==> config.mk <==
export PLATFORM = sky130hd
export DESIGN_NAME = cartridge_image_checksum_core
export DESIGN_NICKNAME = d
export VERILOG_FILES = /design/src/design/cic_pkg.sv /design/src/design/cic_accum.sv /design/src/design/cic_combine.sv /design/src/design/cartridge_image_checksum_core.sv
export SDC_FILE = /design/constraint.sdc
export NUM_CORES = 2
export LEC_CHECK = 0
export BUFFER_PORTS_ARGS = -buffer_cell sky130_fd_sc_hd__buf_2
export CAP_MARGIN = 30
export CELL_PAD_IN_SITES_DETAIL_PLACEMENT = 0
export CELL_PAD_IN_SITES_GLOBAL_PLACEMENT = 2
export CORE_UTILIZATION = 40
export DETAILED_ROUTE_END_ITERATION = 7
export PLACE_DENSITY_LB_ADDON = 0.15
export SYNTH_ARGS = -nofsm -noshare
export SYNTH_HDL_FRONTEND = slang
export SYNTH_SLANG_ARGS = --single-unit
==> constraint.sdc <==
create_clock -name clk -period 17.3 [get_ports clk]
set_input_delay 3.46 -clock clk [delete_from_list [all_inputs] [get_ports clk]]
set_output_delay 3.46 -clock clk [all_outputs]
set_load 0.005 [all_outputs]
==> src/design/cic_pkg.sv <==
// Shared types, variant codes and seed table for the cartridge image checksum core.
package cic_pkg;

  typedef enum logic [1:0] {
    VAR_6102 = 2'd0,
    VAR_6103 = 2'd1,
    VAR_6105 = 2'd2,
    VAR_6106 = 2'd3
  } variant_t;

  localparam logic [31:0] SEED_6102 = 32'hF8CA4DDC;
  localparam logic [31:0] SEED_6103 = 32'hA3886759;
  localparam logic [31:0] SEED_6105 = 32'hDF26F436;
  localparam logic [31:0] SEED_6106 = 32'h1FEA617A;

  typedef struct packed {
    logic [31:0] data_word;
    logic [31:0] side_word;
    logic        last;
  } in_item_t;

  typedef struct packed {
    logic [31:0] checksum_first;
    logic [31:0] checksum_second;
  } out_item_t;

  typedef struct packed {
    logic [31:0] variant_sum;
    logic [31:0] compare_xor;
    logic [31:0] plain_xor;
    logic [31:0] carry_count;
    logic [31:0] rotate_sum;
    logic [31:0] word_sum;
  } acc_t;

  // Final accumulator values of one area, with the variant that formed them
  typedef struct packed {
    acc_t     acc;
    variant_t variant;
  } fin_t;

  function automatic logic [31:0] seed_of(variant_t v);
    logic [31:0] s;
    case (v)
      VAR_6102: s = SEED_6102;
      VAR_6103: s = SEED_6103;
      VAR_6105: s = SEED_6105;
      VAR_6106: s = SEED_6106;
      default:  s = SEED_6102;
    endcase
    return s;
  endfunction

  function automatic acc_t seed_acc(variant_t v);
    logic [31:0] s;
    acc_t a;
    s = seed_of(v);
    a.variant_sum = s;
    a.compare_xor = s;
    a.plain_xor   = s;
    a.carry_count = s;
    a.rotate_sum  = s;
    a.word_sum    = s;
    return a;
  endfunction

endpackage

==> src/design/cic_accum.sv <==
// Variant register and the six running accumulators, updated once per accepted word.
module cic_accum (
  input  logic              clk,
  input  logic              rst,
  input  logic              cfg_write,
  input  logic [1:0]        cfg_data,
  input  logic              word_take,
  input  cic_pkg::in_item_t word_in,
  output cic_pkg::fin_t     fin
);
  import cic_pkg::*;

  variant_t    variant;
  acc_t        acc;
  acc_t        upd;
  logic [32:0] word_add;
  logic [63:0] rot_wide;
  logic [31:0] rot;

  always_comb begin
    word_add = {1'b0, acc.word_sum} + {1'b0, word_in.data_word};
    rot_wide = {word_in.data_word, word_in.data_word} << word_in.data_word[4:0];
    rot      = rot_wide[63:32];

    upd.carry_count = acc.carry_count + {31'd0, word_add[32]};
    upd.word_sum    = word_add[31:0];
    upd.plain_xor   = acc.plain_xor ^ word_in.data_word;
    upd.rotate_sum  = acc.rotate_sum + rot;
    // compare uses the old value; the other arm takes the new word sum
    if (acc.compare_xor > word_in.data_word) begin
      upd.compare_xor = acc.compare_xor ^ rot;
    end else begin
      upd.compare_xor = acc.compare_xor ^ upd.word_sum ^ word_in.data_word;
    end
    if (variant == VAR_6105) begin
      upd.variant_sum = acc.variant_sum + (word_in.side_word ^ word_in.data_word);
    end else begin
      upd.variant_sum = acc.variant_sum + (upd.rotate_sum ^ word_in.data_word);
    end
  end

  assign fin.acc     = upd;
  assign fin.variant = variant;

  always_ff @(posedge clk) begin
    if (rst) begin
      variant <= VAR_6102;
      acc     <= seed_acc(VAR_6102);
    end else if (cfg_write) begin
      variant <= variant_t'(cfg_data);
      acc     <= seed_acc(variant_t'(cfg_data));
    end else if (word_take) begin
      // reload the seed once the area is closed
      if (word_in.last) begin
        acc <= seed_acc(variant);
      end else begin
        acc <= upd;
      end
    end
  end

endmodule

==> src/design/cic_combine.sv <==
// Three-stage combine pipeline: capture, multiply or xor, then final add or xor.
module cic_combine (
  input  logic               clk,
  input  logic               rst,
  input  logic               fin_valid,
  output logic               fin_ready,
  input  cic_pkg::fin_t      fin,
  output logic               out_valid,
  input  logic               out_ready,
  output cic_pkg::out_item_t out_item
);
  import cic_pkg::*;

  logic        cap_valid;
  fin_t        cap;
  logic        mix_valid;
  variant_t    mix_variant;
  logic [31:0] mix_first_a;
  logic [31:0] mix_first_b;
  logic [31:0] mix_second_a;
  logic [31:0] mix_second_b;
  logic        adv_out;
  logic        adv_mix;
  logic        comb_add;
  out_item_t   out_next;

  assign adv_out   = mix_valid && (!out_valid || out_ready);
  assign adv_mix   = cap_valid && (!mix_valid || adv_out);
  assign fin_ready = !cap_valid || adv_mix;

  assign comb_add = (mix_variant == VAR_6103) || (mix_variant == VAR_6106);

  always_comb begin
    if (comb_add) begin
      out_next.checksum_first  = mix_first_a + mix_first_b;
      out_next.checksum_second = mix_second_a + mix_second_b;
    end else begin
      out_next.checksum_first  = mix_first_a ^ mix_first_b;
      out_next.checksum_second = mix_second_a ^ mix_second_b;
    end
  end

  always_ff @(posedge clk) begin
    if (rst) begin
      cap_valid <= 1'b0;
      mix_valid <= 1'b0;
      out_valid <= 1'b0;
    end else begin
      if (fin_valid && fin_ready) begin
        cap_valid <= 1'b1;
      end else if (adv_mix) begin
        cap_valid <= 1'b0;
      end
      if (adv_mix) begin
        mix_valid <= 1'b1;
      end else if (adv_out) begin
        mix_valid <= 1'b0;
      end
      if (adv_out) begin
        out_valid <= 1'b1;
      end else if (out_ready) begin
        out_valid <= 1'b0;
      end
    end
  end

  always_ff @(posedge clk) begin
    if (fin_valid && fin_ready) begin
      cap <= fin;
    end
    if (adv_mix) begin
      mix_variant  <= cap.variant;
      mix_first_b  <= cap.acc.plain_xor;
      mix_second_b <= cap.acc.variant_sum;
      if (cap.variant == VAR_6106) begin
        mix_first_a  <= cap.acc.word_sum * cap.acc.carry_count;
        mix_second_a <= cap.acc.rotate_sum * cap.acc.compare_xor;
      end else begin
        mix_first_a  <= cap.acc.word_sum ^ cap.acc.carry_count;
        mix_second_a <= cap.acc.rotate_sum ^ cap.acc.compare_xor;
      end
    end
    if (adv_out) begin
      out_item <= out_next;
    end
  end

endmodule

==> src/design/cartridge_image_checksum_core.sv <==
// Top level of the cartridge image checksum core.
//
//   channel  signals                         direction  carries
//   in       in_valid / in_ready / in_item   in         image word, side word, last flag
//   out      out_valid / out_ready / out_item out       two 32-bit checksums
//   cfg      cfg_valid / cfg_ready / cfg_data in        variant code (always ready)
//
// One word is taken every cycle unless in_ready is low; accumulators update on acceptance.
// The word marked last hands its final sums to the combine pipeline, and the checksums
// appear after the capture, multiply or xor, and add or xor registers.
// The input stalls only when all three combine stages hold unclaimed results.
// Synchronous reset loads the 6102 seed; a cfg word loads the new variant's seed.
module cartridge_image_checksum_core (
  input  logic               clk,
  input  logic               rst,
  input  logic               in_valid,
  output logic               in_ready,
  input  cic_pkg::in_item_t  in_item,
  output logic               out_valid,
  input  logic               out_ready,
  output cic_pkg::out_item_t out_item,
  input  logic               cfg_valid,
  output logic               cfg_ready,
  input  logic [1:0]         cfg_data
);
  import cic_pkg::*;

  fin_t       fin;
  logic       fin_ready;
  logic       word_take;
  logic       fin_take;
  logic [1:0] pending;

  assign cfg_ready = 1'b1;
  assign in_ready  = fin_ready;
  assign word_take = in_valid && in_ready;
  assign fin_take  = word_take && in_item.last;

  cic_accum u_accum (
    .clk       (clk),
    .rst       (rst),
    .cfg_write (cfg_valid && cfg_ready),
    .cfg_data  (cfg_data),
    .word_take (word_take),
    .word_in   (in_item),
    .fin       (fin)
  );

  cic_combine u_combine (
    .clk       (clk),
    .rst       (rst),
    .fin_valid (fin_take),
    .fin_ready (fin_ready),
    .fin       (fin),
    .out_valid (out_valid),
    .out_ready (out_ready),
    .out_item  (out_item)
  );

  // count closed areas whose checksums are not yet taken
  always_ff @(posedge clk) begin
    if (rst) begin
      pending <= 2'd0;
    end else begin
      case ({fin_take, out_valid && out_ready})
        2'b10:   pending <= pending + 2'd1;
        2'b01:   pending <= pending - 2'd1;
        default: pending <= pending;
      endcase
    end
  end

  a_out_has_source: assert property (@(posedge clk) disable iff (rst)
    out_valid |-> pending != 2'd0)
    else $error("checksum word shown with no closed area behind it");

  a_stall_only_full: assert property (@(posedge clk) disable iff (rst)
    !in_ready |-> (pending == 2'd3 && out_valid && !out_ready))
    else $error("input stalled while combine pipeline has room");

  a_last_reaches_out: assert property (@(posedge clk) disable iff (rst)
    (fin_take && pending == 2'd0 && !out_valid) |=> ##1 ##1 out_valid)
    else $error("closed area did not reach the output in three cycles");

endmodule
==> flow_metrics.env <==
export IMPL_ys_seq_elements=584
export IMPL_gp_congestion=0.912
export IMPL_worstSetupStartpointType="input pin"
export IMPL_clock_sinks=584
export IMPL_end_kind="flop"
export IMPL_grt_pass1_vias=49360
export IMPL_cp_top_family="compound AO/OA/AOI/OAI gates"
export IMPL_synth_largest_area_cell="fa_1"
export IMPL_hpwlAfterDp_um=179000
export IMPL_syn_num_nets=8101
export IMPL_global_route_usage_total_pct=29.2
export IMPL_vias=48787
export IMPL_h_tree_depth=3
export IMPL_tritoncts="built"
export IMPL_maxSlewHeadroom_pct=26.6
export IMPL_synthXorXnorAreaFrac_pct=6.82
export IMPL_die_h_um=405
export IMPL_synth_cell_types=80
export IMPL_finalHoldViolCount=0
export IMPL_core_area_mm2=0.161
export IMPL_rows=147
export IMPL_drtPass1Iterations=5
export IMPL_io_pins=139
export IMPL_drive_gt1_share_pct=6.99
export IMPL_maxSlewViolCount=0
export IMPL_cts_buffers=73
export IMPL_synth_mux_area_share_pct=2.49
export IMPL_area_growth_pct=8.77
export IMPL_syn_area_per_cell_um2=9.64
export IMPL_finalSetupTns_ns=0
export IMPL_grt_max_degree=123
export IMPL_cp_arrival_ns=11.47
export IMPL_crit_slowest_cell="or3_1"
export IMPL_routedWlPerCell_um=26.4
export IMPL_die_area_mm2=0.164
export IMPL_critPathMaxFanout=38
export IMPL_clock_latency_ns=0.68
export IMPL_rsz0062_at_grt="false"
export IMPL_synth_compound_gate_area_share_pct=10.2
export IMPL_drt_wl_total_um=236000
export IMPL_worst_clock_skew_ns=0.0514
export IMPL_cp_slowest_stage_delay_ns=0.47
export IMPL_met1_length_um=112000
export IMPL_ys_async_sr_fraction_pct=0
export IMPL_synth_top_cells_by_area="fa_1 (25%), edfxtp_1 (18%), ha_1 (9.3%), dfxtp_1 (6.1%), and2_1 (5.9%)"
export IMPL_remaining_drc_errors=0
export IMPL_max_cap_viol_count=0
export IMPL_top_layer_used="met5"
export IMPL_synth_top_family_by_area="adder cells"
export IMPL_start_util_pct=40.3
export IMPL_run_status="finished clean"
export IMPL_nNetsFinal=8098
export IMPL_fin_crit_ns=10.92
export IMPL_fmax_ghz=0.0916
export IMPL_antenna_left=0
export IMPL_grt_ovfl_total=0
export IMPL_wl_met2_um=102000
export IMPL_holdBufCountCts=0
export IMPL_reg2reg_slack_ns=8.87
export IMPL_post_cts_buffers=0
export IMPL_critPathBufInv=4
export IMPL_grt_pass1_wl_um=347000
export IMPL_setup_viol=0
export IMPL_synth_edf_count=387
export IMPL_synthAdderAreaFrac_pct=34.7
export IMPL_wl_met3_um=16100
export IMPL_first_iter_violations=4231
export IMPL_synth_top_area_share_pct=25.4
export IMPL_synthSimpleGateAreaFrac_pct=14.7
export IMPL_finalCritPeriodShare_pct=63.1
export IMPL_antenna_found_initial=21
export IMPL_tightest_slew_ns=1.07
export IMPL_synth_cells=6726
export IMPL_crit_required_ns=17.85
export IMPL_hold_class="flop to flop"
export IMPL_die_width_um=405
export IMPL_crit_type="input pin to flop"
export IMPL_synth_area_mm2=0.0648
export IMPL_vias_per_cell=5.45
export IMPL_synth_seq_area_share_pct=24.0
export IMPL_clk_pin_slew_ns=0.06
export IMPL_root_buffer="clkbuf_16"
export IMPL_synthFlopType="edfxtp_1"
export IMPL_cts_buffer_depth=3
export IMPL_post_cts_resized=0
export IMPL_port_buffers=137
export IMPL_yosys_warnings=0
## sequential cells by signal (all words and copies together), names as in the netlist
signal,count
u_combine.mix_variant,1
u_combine.mix_second_a,32
u_combine.cap_valid,1
u_accum.acc,192
u_accum.variant,2
u_combine.cap,194
u_combine.mix_first_a,32
u_combine.mix_first_b,32
u_combine.out_item,64
u_combine.out_valid,1
u_combine.mix_valid,1
u_combine.mix_second_b,32
## synthesized netlist by cell type, types with 34 or more instances
cell / number
inv_1: 876
and2_1: 607
mux2i_1: 80
nor2b_1: 40
ha_1: 482
edfxtp_1: 387
and3_1: 48
a221o_1: 34
o21a_1: 34
nand2_1: 754
fa_1: 821
nor2_1: 271
xnor2_1: 334
xor2_1: 163
dfxtp_1: 197
a211oi_1: 76
nor3_1: 82
o21ai_0: 296
a21oi_1: 272
a21o_1: 120
clkbuf_1: 298
nand3_1: 54
## metal layers
| metal | GRT usage [%] | up-vias |
|---|---|---|
| li1 | - | 21934 |
| met1 | 43.6 | 24907 |
| met2 | 43.7 | 1688 |
| met3 | 4.16 | 252 |
| met4 | 7.82 | 6 |
| met5 | 0 | - |
## placed cells by master, fill, tap and decap left out, types with 137 or more instances in the layout
| master | synthesis | final |
|---|---|---|
| a21oi_1 | 272 | 269 |
| and2_1 | 607 | 607 |
| buf_2 | 10 | 137 |
| dfxtp_1 | 197 | 197 |
| edfxtp_1 | 387 | 387 |
| fa_1 | 821 | 821 |
| ha_1 | 482 | 481 |
| inv_1 | 876 | 875 |
| nand2_1 | 754 | 752 |
| nor2_1 | 271 | 268 |
| o21ai_0 | 296 | 291 |
| xnor2_1 | 334 | 334 |
| xor2_1 | 163 | 163 |
## final timing paths
path / startpoint / to / cells after the start
max: in_item[34] / u_accum.acc[191] / 33
min: u_combine.cap[182] / u_combine.mix_second_b[20] / 0
max reg2reg: u_combine.cap[41] / u_combine.mix_second_a[31] / 25
min reg2reg: u_combine.cap[182] / u_combine.mix_second_b[20] / 0
## per-stage QoR
step	worst slack [ns]	instance area (um2)	utilization [%]	std cells	hold slack, ns
floorplan	3.62	64800	-	6726	0.400
global placement	5.75	67900	42.3	8802	0.404
detailed placement	5.75	68000	42.3	8807	0.405
CTS	6.48	70500	43.8	8942	0.410
global route	5.82	70500	43.8	8943	0.424
finish	6.38	70500	43.9	8947	0.409
## worst reg2reg max path, stage by stage, from the launching register on
cell       delay (ns)
edfxtp_1         0.75
buf_4            0.50
nand2_1          0.18
fa_1             0.56
inv_1            0.06
fa_1             0.43
fa_1             0.50
inv_1            0.05
fa_1             0.47
inv_1            0.05
fa_1             0.47
ha_1             0.30
fa_1             0.50
fa_1             0.42
ha_1             0.36
a21o_1           0.18
a21o_1           0.17
a21o_1           0.18
or4_1            0.44
o2111ai_1        0.35
a21oi_1          0.18
o211ai_1         0.29
a21oi_1          0.16
o21ai_0          0.21
a21oi_1          0.10
o31ai_1          0.34
## final cells by class
type	instances	area (um2)
fillers	15830	90300
multi-input cells	4920	44700
flip-flops and latches	584	15600
inverters	881	3310
well taps	2160	2700
clock buffers	88	1930
repair buffers	263	1680
clock inverters	47	568
diodes	4	10.0
## cell families (layout without fill, tap and decap cells)
group	after synthesis	after routing
and+or+nand+nor	1958	1958
adders and majority gates	1303	1303
buffers and inverters	1222	1279
AOI/OAI and AO/OA	1033	1033
DFF	584	584
xor gates and xnor gates	500	500
muxes	125	125
other	1	5
Power is not shown: default switching activity piles up to over one toggle a cycle in this logic, so the estimate is an artifact.
